<file path="src/sfsd_pkg.sv">
`timescale 1ns / 1ps

package sfsd_pkg;

    localparam int SyncBytes   = 4;
    localparam int MaxChannels = 16;
    localparam int CmdDepth    = 2;

    localparam int SyncIdxW = 3;
    localparam int LenW     = 7;
    localparam int FmtW     = 3;
    localparam int ChCntW   = 5;
    localparam int ChW      = 4;
    localparam int RowW     = 6;
    localparam int SampleW  = 64;
    localparam int CfgIdxW  = 3;
    localparam int CfgDataW = 32;

    localparam logic [7:0] CrcInit = 8'hFF;
    localparam logic [7:0] CrcPoly = 8'h31;

    typedef enum logic [CfgIdxW-1:0] {
        REG_SYNC_PATTERN   = 3'd0,
        REG_SYNC_LENGTH    = 3'd1,
        REG_PAYLOAD_LENGTH = 3'd2,
        REG_SAMPLE_FORMAT  = 3'd3,
        REG_CHANNEL_COUNT  = 3'd4,
        REG_CHECK_MODE     = 3'd5,
        REG_DISCARD_FRAMES = 3'd6
    } reg_idx_t;

    localparam logic [FmtW-1:0] FMT_U8  = 3'd0;
    localparam logic [FmtW-1:0] FMT_I8  = 3'd1;
    localparam logic [FmtW-1:0] FMT_U16 = 3'd2;
    localparam logic [FmtW-1:0] FMT_I16 = 3'd3;
    localparam logic [FmtW-1:0] FMT_U32 = 3'd4;
    localparam logic [FmtW-1:0] FMT_I32 = 3'd5;
    localparam logic [FmtW-1:0] FMT_F32 = 3'd6;
    localparam logic [FmtW-1:0] FMT_F64 = 3'd7;

    localparam logic [1:0] CHECK_NONE = 2'd0;
    localparam logic [1:0] CHECK_SUM  = 2'd1;
    localparam logic [1:0] CHECK_CRC  = 2'd2;
    localparam logic [1:0] CHECK_BAD  = 2'd3;

    typedef struct packed {
        logic [31:0]       sync_pattern;
        logic [SyncIdxW-1:0] sync_length;
        logic [LenW-1:0]   payload_length;
        logic [FmtW-1:0]   sample_format;
        logic [ChCntW-1:0] channel_count;
        logic [1:0]        check_mode;
        logic              discard_frames;
    } cfg_t;

    localparam cfg_t CfgReset = '{
        sync_pattern:   32'd8995,
        sync_length:    3'd2,
        payload_length: 7'd20,
        sample_format:  FMT_F32,
        channel_count:  5'd5,
        check_mode:     CHECK_NONE,
        discard_frames: 1'b0
    };

    typedef struct packed {
        logic is_error;
    } cmd_t;

    // log2 of the sample size in bytes
    function automatic logic [1:0] size_lg(input logic [FmtW-1:0] fmt);
        logic [1:0] lg;
        unique case (fmt)
            FMT_U8, FMT_I8:            lg = 2'd0;
            FMT_U16, FMT_I16:          lg = 2'd1;
            FMT_U32, FMT_I32, FMT_F32: lg = 2'd2;
            default:                   lg = 2'd3;
        endcase
        return lg;
    endfunction

    function automatic logic [7:0] crc8_update(input logic [7:0] crc, input logic [7:0] b);
        logic [7:0] c;
        c = crc ^ b;
        for (int k = 0; k < 8; k++) begin
            c = c[7] ? ({c[6:0], 1'b0} ^ CrcPoly) : {c[6:0], 1'b0};
        end
        return c;
    endfunction

endpackage

</file>
<file path="src/sfsd_ram.sv">
`timescale 1ns / 1ps

module sfsd_ram #(
    parameter int WIDTH = 8,
    parameter int DEPTH = 64
) (
    input  logic                     clk,
    input  logic                     we,
    input  logic [$clog2(DEPTH)-1:0] waddr,
    input  logic [WIDTH-1:0]         wdata,
    input  logic [$clog2(DEPTH)-1:0] raddr,
    output logic [WIDTH-1:0]         rdata
);

    logic [WIDTH-1:0] mem [DEPTH];

    always_ff @(posedge clk)
    begin
        if (we)
        begin
            mem[waddr] <= wdata;
        end
        rdata <= mem[raddr];
    end

endmodule

</file>
<file path="src/sfsd_cmdq.sv">
`timescale 1ns / 1ps

module sfsd_cmdq #(
    parameter int DEPTH = 2
) (
    input  logic           clk,
    input  logic           rst_n,
    input  logic           push,
    input  sfsd_pkg::cmd_t push_cmd,
    output logic           full,
    input  logic           pop,
    output sfsd_pkg::cmd_t pop_cmd,
    output logic           empty
);

    import sfsd_pkg::*;

    localparam int PtrW = (DEPTH > 1) ? $clog2(DEPTH) : 1;
    localparam int CntW = $clog2(DEPTH + 1);

    cmd_t            entry_reg [DEPTH];
    logic [PtrW-1:0] wr_ptr_reg, wr_ptr_next;
    logic [PtrW-1:0] rd_ptr_reg, rd_ptr_next;
    logic [CntW-1:0] count_reg, count_next;
    logic            do_push, do_pop;

    assign full    = (count_reg == CntW'(DEPTH));
    assign empty   = (count_reg == '0);
    assign do_push = push && !full;
    assign do_pop  = pop && !empty;
    assign pop_cmd = entry_reg[rd_ptr_reg];

    always_comb
    begin
        wr_ptr_next = wr_ptr_reg;
        rd_ptr_next = rd_ptr_reg;
        count_next  = count_reg;
        if (do_push)
        begin
            wr_ptr_next = (wr_ptr_reg == PtrW'(DEPTH - 1)) ? '0 : wr_ptr_reg + PtrW'(1);
        end
        if (do_pop)
        begin
            rd_ptr_next = (rd_ptr_reg == PtrW'(DEPTH - 1)) ? '0 : rd_ptr_reg + PtrW'(1);
        end
        if (do_push && !do_pop)
        begin
            count_next = count_reg + CntW'(1);
        end
        else if (do_pop && !do_push)
        begin
            count_next = count_reg - CntW'(1);
        end
    end

    always_ff @(posedge clk or negedge rst_n)
    begin
        if (!rst_n)
        begin
            wr_ptr_reg <= '0;
            rd_ptr_reg <= '0;
            count_reg  <= '0;
        end
        else
        begin
            wr_ptr_reg <= wr_ptr_next;
            rd_ptr_reg <= rd_ptr_next;
            count_reg  <= count_next;
        end
    end

    always_ff @(posedge clk)
    begin
        if (do_push)
        begin
            entry_reg[wr_ptr_reg] <= push_cmd;
        end
    end

endmodule

</file>
<file path="src/sfsd_front.sv">
`timescale 1ns / 1ps

module sfsd_front #(
    parameter int FRAME_BYTES = 64
) (
    input  logic                            clk,
    input  logic                            rst_n,
    input  logic                            in_valid,
    output logic                            in_stall,
    input  logic [7:0]                      rx_byte,
    input  logic                            cfg_valid,
    output logic                            cfg_ready,
    input  logic [sfsd_pkg::CfgIdxW-1:0]    cfg_index,
    input  logic [sfsd_pkg::CfgDataW-1:0]   cfg_data,
    output sfsd_pkg::cfg_t                  cfg,
    output logic                            mem_we,
    output logic [$clog2(FRAME_BYTES)-1:0]  mem_waddr,
    output logic [7:0]                      mem_wdata,
    output logic                            q_push,
    output sfsd_pkg::cmd_t                  q_cmd,
    input  logic                            q_full,
    input  logic                            frame_done
);

    import sfsd_pkg::*;

    localparam int AW = $clog2(FRAME_BYTES);

    typedef enum logic [2:0] {
        VC_LOAD = 3'b001,
        VC_RUN  = 3'b010,
        VC_DONE = 3'b100
    } vc_state_t;

    cfg_t                cfg_reg, cfg_next;
    logic                cfg_known;
    logic                restart;

    vc_state_t           vc_state_reg, vc_state_next;
    logic [LenW-1:0]     rem_reg, rem_next;
    logic                ok_reg, ok_next;
    logic [7:0]          group;
    logic                static_ok;
    logic                settings_ok;

    logic [SyncIdxW-1:0] sync_idx_reg, sync_idx_next;
    logic                in_payload_reg, in_payload_next;
    logic [LenW-1:0]     cnt_reg, cnt_next;
    logic [7:0]          sum_reg, sum_next;
    logic [7:0]          crc_reg, crc_next;
    logic                pend_reg, pend_next;

    logic                accept, work;
    logic [7:0]          sync_byte;
    logic [SyncIdxW-1:0] hit_idx;
    logic                collect, frame_end, passed;

    assign cfg       = cfg_reg;
    assign cfg_ready = 1'b1;

    // register file
    always_comb
    begin
        cfg_next  = cfg_reg;
        cfg_known = 1'b1;
        unique case (cfg_index)
            REG_SYNC_PATTERN:   cfg_next.sync_pattern   = cfg_data;
            REG_SYNC_LENGTH:    cfg_next.sync_length    = cfg_data[SyncIdxW-1:0];
            REG_PAYLOAD_LENGTH: cfg_next.payload_length = cfg_data[LenW-1:0];
            REG_SAMPLE_FORMAT:  cfg_next.sample_format  = cfg_data[FmtW-1:0];
            REG_CHANNEL_COUNT:  cfg_next.channel_count  = cfg_data[ChCntW-1:0];
            REG_CHECK_MODE:     cfg_next.check_mode     = cfg_data[1:0];
            REG_DISCARD_FRAMES: cfg_next.discard_frames = cfg_data[0];
            default:            cfg_known = 1'b0;
        endcase
    end

    assign restart = cfg_valid && cfg_ready && cfg_known;

    // settings check; the payload divisibility test subtracts one group a cycle
    assign group = 8'(cfg_reg.channel_count) << size_lg(cfg_reg.sample_format);

    assign static_ok = (cfg_reg.sync_length != '0)
                    && (cfg_reg.sync_length <= SyncIdxW'(4))
                    && (32'(cfg_reg.sync_length) <= SyncBytes)
                    && (cfg_reg.payload_length != '0)
                    && (32'(cfg_reg.payload_length) <= FRAME_BYTES)
                    && (cfg_reg.channel_count != '0)
                    && (32'(cfg_reg.channel_count) <= MaxChannels)
                    && (cfg_reg.check_mode != CHECK_BAD);

    always_comb
    begin
        vc_state_next = vc_state_reg;
        rem_next      = rem_reg;
        ok_next       = ok_reg;
        unique case (vc_state_reg)
            VC_LOAD:
            begin
                rem_next      = cfg_reg.payload_length;
                ok_next       = 1'b0;
                vc_state_next = VC_RUN;
            end
            VC_RUN:
            begin
                if ((group == '0) || ({1'b0, rem_reg} < group))
                begin
                    ok_next       = (rem_reg == '0) && (group != '0);
                    vc_state_next = VC_DONE;
                end
                else
                begin
                    rem_next = rem_reg - group[LenW-1:0];
                end
            end
            VC_DONE:
            begin
                vc_state_next = VC_DONE;
            end
            default:
            begin
                vc_state_next = VC_LOAD;
            end
        endcase
        if (restart)
        begin
            vc_state_next = VC_LOAD;
            ok_next       = 1'b0;
        end
    end

    assign settings_ok = (vc_state_reg == VC_DONE) && ok_reg && static_ok;

    assign in_stall = (vc_state_reg != VC_DONE) || (in_payload_reg && (pend_reg || q_full));
    assign accept   = in_valid && !in_stall;
    assign work     = accept && settings_ok;

    assign sync_byte = cfg_reg.sync_pattern[8*sync_idx_reg[1:0] +: 8];
    assign collect   = (cnt_reg < cfg_reg.payload_length);

    assign mem_waddr = cnt_reg[AW-1:0];
    assign mem_wdata = rx_byte;

    always_comb
    begin
        sync_idx_next   = sync_idx_reg;
        in_payload_next = in_payload_reg;
        cnt_next        = cnt_reg;
        sum_next        = sum_reg;
        crc_next        = crc_reg;
        pend_next       = pend_reg;
        mem_we          = 1'b0;
        q_push          = 1'b0;
        q_cmd           = '0;
        hit_idx         = '0;
        frame_end       = 1'b0;
        passed          = 1'b1;

        if (frame_done)
        begin
            pend_next = 1'b0;
        end

        if (restart)
        begin
            sync_idx_next   = '0;
            in_payload_next = 1'b0;
            cnt_next        = '0;
            sum_next        = '0;
            crc_next        = CrcInit;
        end
        else if (work)
        begin
            if (!in_payload_reg)
            begin
                if (rx_byte == sync_byte)
                begin
                    hit_idx = sync_idx_reg + SyncIdxW'(1);
                end
                else if (rx_byte == cfg_reg.sync_pattern[7:0])
                begin
                    hit_idx = SyncIdxW'(1);
                end
                else
                begin
                    hit_idx = '0;
                end
                if (hit_idx >= cfg_reg.sync_length)
                begin
                    sync_idx_next   = '0;
                    in_payload_next = 1'b1;
                    cnt_next        = '0;
                    sum_next        = '0;
                    crc_next        = CrcInit;
                end
                else
                begin
                    sync_idx_next = hit_idx;
                end
            end
            else
            begin
                if (collect)
                begin
                    mem_we    = 1'b1;
                    sum_next  = sum_reg + rx_byte;
                    crc_next  = crc8_update(crc_reg, rx_byte);
                    cnt_next  = cnt_reg + LenW'(1);
                    frame_end = (cnt_next == cfg_reg.payload_length)
                             && (cfg_reg.check_mode == CHECK_NONE);
                end
                else
                begin
                    frame_end = 1'b1;
                    passed    = (cfg_reg.check_mode == CHECK_SUM) ? (rx_byte == sum_reg)
                                                                  : (rx_byte == crc_reg);
                end
                if (frame_end)
                begin
                    if (!cfg_reg.discard_frames)
                    begin
                        q_push         = 1'b1;
                        q_cmd.is_error = !passed;
                        if (passed)
                        begin
                            pend_next = 1'b1;
                        end
                    end
                    sync_idx_next   = '0;
                    in_payload_next = 1'b0;
                    cnt_next        = '0;
                    sum_next        = '0;
                    crc_next        = CrcInit;
                end
            end
        end
    end

    always_ff @(posedge clk or negedge rst_n)
    begin
        if (!rst_n)
        begin
            cfg_reg        <= CfgReset;
            vc_state_reg   <= VC_LOAD;
            rem_reg        <= '0;
            ok_reg         <= 1'b0;
            sync_idx_reg   <= '0;
            in_payload_reg <= 1'b0;
            cnt_reg        <= '0;
            sum_reg        <= '0;
            crc_reg        <= CrcInit;
            pend_reg       <= 1'b0;
        end
        else
        begin
            if (restart)
            begin
                cfg_reg <= cfg_next;
            end
            vc_state_reg   <= vc_state_next;
            rem_reg        <= rem_next;
            ok_reg         <= ok_next;
            sync_idx_reg   <= sync_idx_next;
            in_payload_reg <= in_payload_next;
            cnt_reg        <= cnt_next;
            sum_reg        <= sum_next;
            crc_reg        <= crc_next;
            pend_reg       <= pend_next;
        end
    end

endmodule

</file>
<file path="src/sfsd_back.sv">
`timescale 1ns / 1ps

module sfsd_back #(
    parameter int FRAME_BYTES = 64
) (
    input  logic                            clk,
    input  logic                            rst_n,
    input  sfsd_pkg::cfg_t                  cfg,
    input  logic                            q_empty,
    input  sfsd_pkg::cmd_t                  q_cmd,
    output logic                            q_pop,
    output logic [$clog2(FRAME_BYTES)-1:0]  mem_raddr,
    input  logic [7:0]                      mem_rdata,
    output logic                            frame_done,
    output logic                            out_valid,
    input  logic                            out_stall,
    output logic [sfsd_pkg::SampleW-1:0]    sample_bits,
    output logic [sfsd_pkg::ChW-1:0]        channel,
    output logic [sfsd_pkg::RowW-1:0]       row,
    output logic                            status,
    output logic                            last
);

    import sfsd_pkg::*;

    localparam int AW = $clog2(FRAME_BYTES);

    typedef enum logic [3:0] {
        B_IDLE = 4'b0001,
        B_READ = 4'b0010,
        B_WAIT = 4'b0100,
        B_OUT  = 4'b1000
    } back_state_t;

    back_state_t        state_reg, state_next;
    logic [LenW-1:0]    addr_reg, addr_next;
    logic [2:0]         lane_reg, lane_next;
    logic [ChW-1:0]     ch_reg, ch_next;
    logic [RowW-1:0]    row_reg, row_next;
    logic [SampleW-1:0] acc_reg, acc_next;
    logic               status_reg, status_next;
    logic               last_reg, last_next;

    logic [SampleW-1:0] assembled;
    logic [2:0]         lanes_m1;
    logic [LenW-1:0]    addr_inc;

    function automatic logic [SampleW-1:0] extend(input logic [FmtW-1:0] fmt,
                                                  input logic [SampleW-1:0] a);
        logic [SampleW-1:0] v;
        unique case (fmt)
            FMT_I8:  v = {{56{a[7]}}, a[7:0]};
            FMT_I16: v = {{48{a[15]}}, a[15:0]};
            FMT_I32: v = {{32{a[31]}}, a[31:0]};
            default: v = a;
        endcase
        return v;
    endfunction

    assign lanes_m1    = 3'((4'd1 << size_lg(cfg.sample_format)) - 4'd1);
    assign addr_inc    = addr_reg + LenW'(1);
    assign mem_raddr   = addr_reg[AW-1:0];

    assign out_valid   = (state_reg == B_OUT);
    assign sample_bits = acc_reg;
    assign channel     = ch_reg;
    assign row         = row_reg;
    assign status      = status_reg;
    assign last        = last_reg;

    always_comb
    begin
        assembled                  = acc_reg;
        assembled[8*lane_reg +: 8] = mem_rdata;
    end

    always_comb
    begin
        state_next  = state_reg;
        addr_next   = addr_reg;
        lane_next   = lane_reg;
        ch_next     = ch_reg;
        row_next    = row_reg;
        acc_next    = acc_reg;
        status_next = status_reg;
        last_next   = last_reg;
        q_pop       = 1'b0;
        frame_done  = 1'b0;

        unique case (state_reg)
            B_IDLE:
            begin
                if (!q_empty)
                begin
                    q_pop    = 1'b1;
                    ch_next  = '0;
                    row_next = '0;
                    acc_next = '0;
                    if (q_cmd.is_error)
                    begin
                        status_next = 1'b1;
                        last_next   = 1'b1;
                        state_next  = B_OUT;
                    end
                    else
                    begin
                        status_next = 1'b0;
                        last_next   = 1'b0;
                        addr_next   = '0;
                        lane_next   = '0;
                        state_next  = B_READ;
                    end
                end
            end
            B_READ:
            begin
                state_next = B_WAIT;
            end
            B_WAIT:
            begin
                addr_next = addr_inc;
                if (lane_reg == lanes_m1)
                begin
                    acc_next   = extend(cfg.sample_format, assembled);
                    last_next  = (addr_inc == cfg.payload_length);
                    state_next = B_OUT;
                end
                else
                begin
                    acc_next   = assembled;
                    lane_next  = lane_reg + 3'd1;
                    state_next = B_READ;
                end
            end
            B_OUT:
            begin
                if (!out_stall)
                begin
                    if (last_reg)
                    begin
                        frame_done = !status_reg;
                        state_next = B_IDLE;
                    end
                    else
                    begin
                        lane_next = '0;
                        acc_next  = '0;
                        if ({1'b0, ch_reg} == cfg.channel_count - ChCntW'(1))
                        begin
                            ch_next  = '0;
                            row_next = row_reg + RowW'(1);
                        end
                        else
                        begin
                            ch_next = ch_reg + ChW'(1);
                        end
                        state_next = B_READ;
                    end
                end
            end
            default:
            begin
                state_next = B_IDLE;
            end
        endcase
    end

    always_ff @(posedge clk or negedge rst_n)
    begin
        if (!rst_n)
        begin
            state_reg <= B_IDLE;
        end
        else
        begin
            state_reg <= state_next;
        end
    end

    always_ff @(posedge clk)
    begin
        addr_reg   <= addr_next;
        lane_reg   <= lane_next;
        ch_reg     <= ch_next;
        row_reg    <= row_next;
        acc_reg    <= acc_next;
        status_reg <= status_next;
        last_reg   <= last_next;
    end

endmodule

</file>
<file path="src/sync_frame_sample_deframer.sv">
`timescale 1ns / 1ps
// Bytes are taken one per cycle while hunting sync and collecting payload; payload bytes
// stall while the previous frame's samples are still being read out of the frame store or
// while the command queue is full. Each sample is read byte by byte from the frame store
// (one read port, one byte a read) and offered once complete, and the next is read only after
// it is taken; a failed check gives a single error result. Async active-low reset; after reset
// and after each write to a known register, input stalls while the settings are checked.
module sync_frame_sample_deframer #(
    parameter int FRAME_BYTES = 64
) (
    input  logic                          clk,
    input  logic                          rst_n,
    input  logic                          in_valid,
    output logic                          in_stall,
    input  logic [7:0]                    rx_byte,
    output logic                          out_valid,
    input  logic                          out_stall,
    output logic [sfsd_pkg::SampleW-1:0]  sample_bits,
    output logic [sfsd_pkg::ChW-1:0]      channel,
    output logic [sfsd_pkg::RowW-1:0]     row,
    output logic                          status,
    output logic                          last,
    input  logic                          cfg_valid,
    output logic                          cfg_ready,
    input  logic [sfsd_pkg::CfgIdxW-1:0]  cfg_index,
    input  logic [sfsd_pkg::CfgDataW-1:0] cfg_data
);

    import sfsd_pkg::*;

    localparam int AW = $clog2(FRAME_BYTES);

    cfg_t            cfg;
    logic            mem_we;
    logic [AW-1:0]   mem_waddr, mem_raddr;
    logic [7:0]      mem_wdata, mem_rdata;
    logic            q_push, q_full, q_pop, q_empty;
    cmd_t            q_push_cmd, q_pop_cmd;
    logic            frame_done;

    sfsd_front #(
        .FRAME_BYTES (FRAME_BYTES)
    ) u_front (
        .clk        (clk),
        .rst_n      (rst_n),
        .in_valid   (in_valid),
        .in_stall   (in_stall),
        .rx_byte    (rx_byte),
        .cfg_valid  (cfg_valid),
        .cfg_ready  (cfg_ready),
        .cfg_index  (cfg_index),
        .cfg_data   (cfg_data),
        .cfg        (cfg),
        .mem_we     (mem_we),
        .mem_waddr  (mem_waddr),
        .mem_wdata  (mem_wdata),
        .q_push     (q_push),
        .q_cmd      (q_push_cmd),
        .q_full     (q_full),
        .frame_done (frame_done)
    );

    sfsd_cmdq #(
        .DEPTH (CmdDepth)
    ) u_cmdq (
        .clk      (clk),
        .rst_n    (rst_n),
        .push     (q_push),
        .push_cmd (q_push_cmd),
        .full     (q_full),
        .pop      (q_pop),
        .pop_cmd  (q_pop_cmd),
        .empty    (q_empty)
    );

    sfsd_ram #(
        .WIDTH (8),
        .DEPTH (FRAME_BYTES)
    ) u_frame_ram (
        .clk   (clk),
        .we    (mem_we),
        .waddr (mem_waddr),
        .wdata (mem_wdata),
        .raddr (mem_raddr),
        .rdata (mem_rdata)
    );

    sfsd_back #(
        .FRAME_BYTES (FRAME_BYTES)
    ) u_back (
        .clk         (clk),
        .rst_n       (rst_n),
        .cfg         (cfg),
        .q_empty     (q_empty),
        .q_cmd       (q_pop_cmd),
        .q_pop       (q_pop),
        .mem_raddr   (mem_raddr),
        .mem_rdata   (mem_rdata),
        .frame_done  (frame_done),
        .out_valid   (out_valid),
        .out_stall   (out_stall),
        .sample_bits (sample_bits),
        .channel     (channel),
        .row         (row),
        .status      (status),
        .last        (last)
    );

endmodule

</file>
<file path="config.mk">
export PLATFORM = sky130hd
export DESIGN_NAME = sync_frame_sample_deframer
export DESIGN_NICKNAME = d
export VERILOG_FILES = /design/src/sfsd_pkg.sv /design/src/sfsd_ram.sv /design/src/sfsd_cmdq.sv /design/src/sfsd_front.sv /design/src/sfsd_back.sv /design/src/sync_frame_sample_deframer.sv
export SDC_FILE = /design/constraint.sdc
export NUM_CORES = 1
export LEC_CHECK = 0
export BUFFER_PORTS_ARGS = -buffer_cell sky130_fd_sc_hd__clkbuf_2
export CAP_MARGIN = 20
export CORE_UTILIZATION = 56
export DETAILED_ROUTE_END_ITERATION = 7
export PLACE_DENSITY_LB_ADDON = 0.15
export SYNTH_ARGS = -nofsm -noshare
export SYNTH_HDL_FRONTEND = slang
export SYNTH_HIERARCHICAL = 1
export SYNTH_SLANG_ARGS = --single-unit
</file>
<file path="constraint.sdc">
create_clock -name clk -period 4.8 [get_ports clk]
set_input_delay 0.96 -clock clk [delete_from_list [all_inputs] [get_ports clk]]
set_output_delay 0.96 -clock clk [all_outputs]
set_load 0.05 [all_outputs]
</file>
==> reports/metrics.csv, run 1 <==
metric,value,unit
netlist_area,0.03156,mm^2
ios,127,
worst_slack,0.3640,ns
die_h,239.4,um
synthToLayoutAreaGrowth,12.42,%
cp.required,5.30,ns
synth.avg_cell_area,15.27,um^2
drive_above_1_share,25.11,%
grt_pass1_wl,110.2,mm
maxCapViolCount,0,
cts_resized,0,
insertion_delay,0.62,ns
diodes,0,
crit_family,compound AO/OA/AOI/OAI gates,
slowest_delay,0.71,ns
port_buffers,125,
cp_cell_sequence,mux4_2 -> xnor2_1 -> nand4_1 -> nor2_2 -> mux2_2 -> ha_1 -> nand2b_1 -> a21o_1 -> a2111oi_4 -> a21oi_2 -> and2_1 -> a22o_1,
synth_edf_count,600,
ys_types,96,
grt_remaining_overflow,0,
ctsHoldBuffers,0,
clock_skew,0.01853,ns
max_freq,225.4,MHz
timing_hold_violations_final,0,
worstMarginPinSlew,1.132,ns
drt-pass1-iter-count,5,
dieArea,0.05730,mm^2
total_power,0.02034,W
cp_data_arrival_time,4.93,ns
via_count,18620,
htree_num_levels,3,
cts.sinks,708,
yosysWarningCount,6,
fin_nets,2299,
gp_congestion,0.8513,
drtIter0Drc,1697,
period_share,92.42,%
antenna_left,0,
reg2reg_slack,0.36,ns
min_period,4.436,ns
hold_path_class,in2async,
multiInputGateArea,0.009998,mm^2
num-fill-cells,4037,
post_cts_buffers,0,
syn-instance-count,2067,
worst_path_max_delay_cell,dfrtp_1,
ff_latch_area,0.02071,mm^2
synth_area_leaders,"edfxtp_1, mux4_2, dfrtp_1, mux2_2, nor2_1",
critical_path_class,reg2reg,
wl,72.81,mm
ctsLongestPathBuffers,3,
synth_ff_type,edfxtp_1,
syn-num-nets,2154,
outcome,finished clean,
cp-end-kind,flop,
largest_reg_flops,512,
async_flop_share,14.12,%
cp.buffers_inverters,0,
rsz0062_at_grt,no,
wl_per_cell,24.13,um
numCtsBuffers,75,
first_global_vias,18370,
critical_path.max_fanout,12,
slew_headroom,24.43,%
root_buffer,clkbuf_16,
yosysMostFrequentCell,edfxtp_1,
setup_viol,0,
design.core.area,0.05542,mm^2
synth_common_cells,"edfxtp_1, nor2_1, mux4_2",
hold_ws,0.4824,ns
viasPerCell,6.171,
finalMaxSlewViolations,0,
yosys.area.top_type_share,57.10,%
clk_pin_slew,0.06,ns
p_per_area,573.3,mW/mm^2
synth-seq-area-share,65.63,%
ys_ff_latch,708,
dp_worst_setup_slack,0.3571,ns
num_rows,86,
antenna_found_initial,1,
ir_drop,628.4,uV
drc,0,
cp-start-kind,flop,
grt_max_degree,70,
cts_tree,yes,
synth_area_leader_cell,edfxtp_1,
tns,0,ns
die_w,239.4,um
grt_usage,25.81,%
leakage,12.25,nW
start_util,56.94,%
hpwl,46.98,mm
==> where the power goes <==
part           switching [W]  internal (W)  total, W
clock network        0.00234       0.00356   0.00590
registers           0.000658       0.00745   0.00811
logic                0.00415       0.00218   0.00632
total                0.00715        0.0132    0.0203
==> cells by family (layout without fill, tap and decap cells) <==
| group | count (synthesis) | after routing | synth area share (%) |
|---|---|---|---|
| DFF | 708 | 708 | 65.63 |
| and+or+nand+nor | 503 | 503 | 7.970 |
| AOI/OAI and AO/OA | 317 | 317 | 6.784 |
| muxes | 243 | 243 | 12.53 |
| buffers and inverters | 157 | 360 | 2.740 |
| xor gates and xnor gates | 99 | 99 | 2.748 |
| adders and majority gates | 39 | 39 | 1.594 |
| other | 1 | 1 | 0.01188 |
==> layout make-up <==
cell class / instances / share of cell area [%]
clock buffer: 94 / 5.869
timing repair buffer: 189 / 3.256
tap: 748 / 2.638
inverter: 36 / 0.3809
clock inverter: 41 / 1.294
sequential: 708 / 58.38
multi-input combinational: 1202 / 28.18
==> metrics by stage <==
stage | cell area, um^2 | util (%) | std cells
floorplan | 31560 | - | 2067
CTS | 35470 | 64.01 | 3018
global route | 35470 | 64.01 | 3018
detailed placement | 32930 | 59.43 | 2883
global placement | 32920 | 59.41 | 2881
finish | 35470 | 64.01 | 3018
==> worst reg2reg max path, cell delays in order (launching register included) <==
cell and delay (ns):
dfrtp_1 0.71, mux4_2 0.60, xnor2_1 0.15, nand4_1 0.16, nor2_2 0.26, mux2_2 0.37, ha_1 0.27, nand2b_1 0.14
a21o_1 0.22, a2111oi_4 0.59, a21oi_2 0.23, and2_1 0.38, a22o_1 0.26
==> metal layers <==
metal / GRT usage [%] / up-vias / wire length (um)
li1: - / 8266 / -
met1: 35.83 / 9509 / 30540
met2: 40.23 / 708 / 34600
met3: 5.855 / 141 / 5666
met4: 9.285 / 0 / 1999
met5: 0 / - / 0
==> cell usage in the layout, fill, tap and decap left out, types with 26 or more instances in the layout <==
master	Yosys	routed
nor2_1	187	187
nand3_1	46	46
mux2i_1	63	63
mux2_2	64	64
clkbuf_16	0	78
inv_1	33	33
o21ai_1	26	26
o21ai_0	45	45
xnor2_1	60	60
buf_4	28	60
a21oi_1	84	83
nand2_1	92	92
clkbuf_2	2	124
xor2_1	39	39
mux4_2	115	115
edfxtp_1	600	600
ha_1	37	37
dfrtp_1	77	77
==> path summary, 6_finish.rpt <==
| path | from | end | cells after the start |
|---|---|---|---|
| max reg2reg | u_front/sync_idx_reg[0]$_DFFE_PN0P_ | u_front/sum_reg[7]$_DFFE_PN0P_ | 12 |
| min reg2reg | u_front/pend_reg$_DFF_PN0_ | u_front/pend_reg$_DFF_PN0_ | 2 |
| min | rst_n | u_front/pend_reg$_DFF_PN0_ | 1 |
| max in group asynchronous | rst_n | u_front/crc_reg[2]$_DFFE_PN1P_ | 2 |
| max | u_front/sync_idx_reg[0]$_DFFE_PN0P_ | u_front/sum_reg[7]$_DFFE_PN0P_ | 12 |
| min in group clk | u_front/pend_reg$_DFF_PN0_ | u_front/pend_reg$_DFF_PN0_ | 2 |
No activity file was read; power rests on OpenSTA's default activity.
==> run 2, diff against run 1 <==
--- a/config.mk
+++ b/config.mk
@@ -10,6 +10,7 @@
 export CORE_UTILIZATION = 56
 export DETAILED_ROUTE_END_ITERATION = 7
 export PLACE_DENSITY_LB_ADDON = 0.15
+export SKIP_CTS_REPAIR_TIMING = 1
 export SYNTH_ARGS = -nofsm -noshare
 export SYNTH_HDL_FRONTEND = slang
 export SYNTH_HIERARCHICAL = 1
==> constraint.sdc (replaced) <==
create_clock -name clk -period 3.6 [get_ports clk]
set_input_delay 0.72 -clock clk [delete_from_list [all_inputs] [get_ports clk]]
set_output_delay 0.72 -clock clk [all_outputs]
set_load 0.05 [all_outputs]
==> reports/metrics.csv, run 2 (same netlist as run 1, synthesis figures left out) <==
metric,value,unit
cp-end-kind,flop,
crit_top_cell,nand2b_4,
rsz0062_at_grt,yes,
cp.depth,14,
grt_use_met3,5.589,%
ctsLongestPathBuffers,3,
grt_usage,25.92,%
dieArea,0.05730,mm^2
slew_headroom,32.65,%
min_period,3.595,ns
crit_family,multiplexers,
largest_reg_flops,512,
use_met2,40.64,%
drc,0,
ios,127,
r2r-start,u_front/sync_idx_reg[0]$_DFFE_PN0P_,
maxCapViolCount,0,
design.core.area,0.05542,mm^2
clock_skew,0.02206,ns
cts.sinks,708,
cp_cell_sequence,buf_12 -> mux4_2 -> xnor2_2 -> nand4_1 -> nor2_2 -> mux2_4 -> ha_4 -> nand2b_4 -> a21o_1 -> a2111oi_4 -> buf_6 -> nand2b_4 -> nor4b_2 -> a211o_1,
leakage,12.58,nW
critical_path.max_fanout,7,
grt_remaining_overflow,0,
port_buffers,125,
antenna_found_initial,0,
numCtsBuffers,74,
num_rows,86,
wl,72.94,mm
worst_path_max_delay_cell,mux4_2,
dpl_cell_area,0.03351,mm^2
clk_pin_slew,0.06,ns
drive_above_1_share,27.90,%
grt_pass1_wl,110.9,mm
reg2regPathDepth,14,
diodes,0,
grt_max_degree,77,
max_freq,278.2,MHz
cp-start-kind,flop,
die_w,239.4,um
wl_per_cell,23.59,um
drtIter0Drc,1787,
via_count,18740,
fin_nets,2375,
cp.required,4.15,ns
setup_viol,0,
viasPerCell,6.061,
drt-pass1-iter-count,5,
busiest_layer,met2,
synthToLayoutAreaGrowth,14.06,%
outcome,finished clean,
antenna_left,0,
final_cell_mix,"edfxtp_1, nor2_1, buf_4",
global_route.usage.met1,35.92,%
worstMarginPinSlew,1.009,ns
p_per_area,738.8,mW/mm^2
worst_slack,0.005317,ns
slowest_delay,0.53,ns
cp_data_arrival_time,4.15,ns
ir_drop,514.0,uV
root_buffer,clkbuf_16,
gp_congestion,0.8847,
r2r_end,u_front/sync_idx_reg[0]$_DFFE_PN0P_,
final_cell_area,0.03599,mm^2
die_h,239.4,um
start_util,56.94,%
htree_num_levels,3,
dp_worst_setup_slack,-0.05808,ns
hpwl,46.12,mm
timing_hold_violations_final,0,
reg2reg_slack,0.005,ns
insertion_delay,0.62,ns
layout_commonest_cell,edfxtp_1,
cp.buffers_inverters,2,
period_share,99.85,%
critical_path_class,reg2reg,
cts_tree,yes,
finalMaxSlewViolations,0,
hold_path_class,in2async,
first_global_vias,18850,
[run 2: cell count changes in the layout (fill, tap and decap cells not counted), moves of 5 or more]
| cell | change |
|---|---|
| o21ai_2 | +5 |
| clkbuf_8 | -7 |
| o21ai_0 | -6 |
| buf_4 | +69 |
| nand2_1 | -5 |
| bufinv_16 | -5 |
| clkbuf_1 | +8 |
| clkinv_1 | +5 |
| nand2_2 | +5 |
[run 2: worst max-delay path by stage]
stage | startpoint | to | slack [ns]
after floorplan | u_front/sync_idx_reg[0]$_DFFE_PN0P_ | u_front/sum_reg[1]$_DFFE_PN0P_ | 0.01
after global placement | u_front/sync_idx_reg[0]$_DFFE_PN0P_ | u_front/cnt_reg[4]$_DFFE_PN0P_ | 0.04
after detailed placement | u_front/sync_idx_reg[0]$_DFFE_PN0P_ | u_front/cnt_reg[4]$_DFFE_PN0P_ | -0.06
after CTS | u_front/sync_idx_reg[0]$_DFFE_PN0P_ | u_front/cnt_reg[4]$_DFFE_PN0P_ | -0.08
after global routing | u_front/sync_idx_reg[0]$_DFFE_PN0P_ | u_front/sync_idx_reg[0]$_DFFE_PN0P_ | -0.17
final | u_front/sync_idx_reg[0]$_DFFE_PN0P_ | u_front/sync_idx_reg[0]$_DFFE_PN0P_ | 0.005
[run 2: stage by stage]
step	std cells	setup TNS, ns	hold slack, ns	util [%]	total power, W
after floorplan	2067	0	0.4244	-	0.01704
after global placement	2954	0	0.4708	60.47	0.01924
after detailed placement	2954	-0.2267	0.4662	60.47	0.01938
after CTS	3086	-0.3764	0.1863	64.58	0.02665
after global routing	3092	-9.562	0.2184	64.95	0.02771
final	3092	0	0.1670	64.95	0.02659
[run 2: final cells by class]
cell class | count | area (um^2)
flip-flops and latches | 708 | 20710
fillers | 3954 | 19420
multi-input cells | 1203 | 10140
clock buffers | 94 | 1991
repair buffers | 265 | 1793
well taps | 748 | 935.9
clock inverters | 38 | 289.0
inverters | 36 | 135.1
[run 2: per-layer routing]
metal	routed length, um	up-vias
li1	-	8412
met1	30390	9498
met2	34710	680
met3	5501	149
met4	2277	2
met5	74	-
[run 2: where the power goes]
part           switching (W)  internal, W  leakage [nW]
logic                0.00559      0.00302          4.72
registers           0.000792      0.00993          6.74
clock network        0.00307      0.00419          1.12
total                0.00945       0.0171          12.6
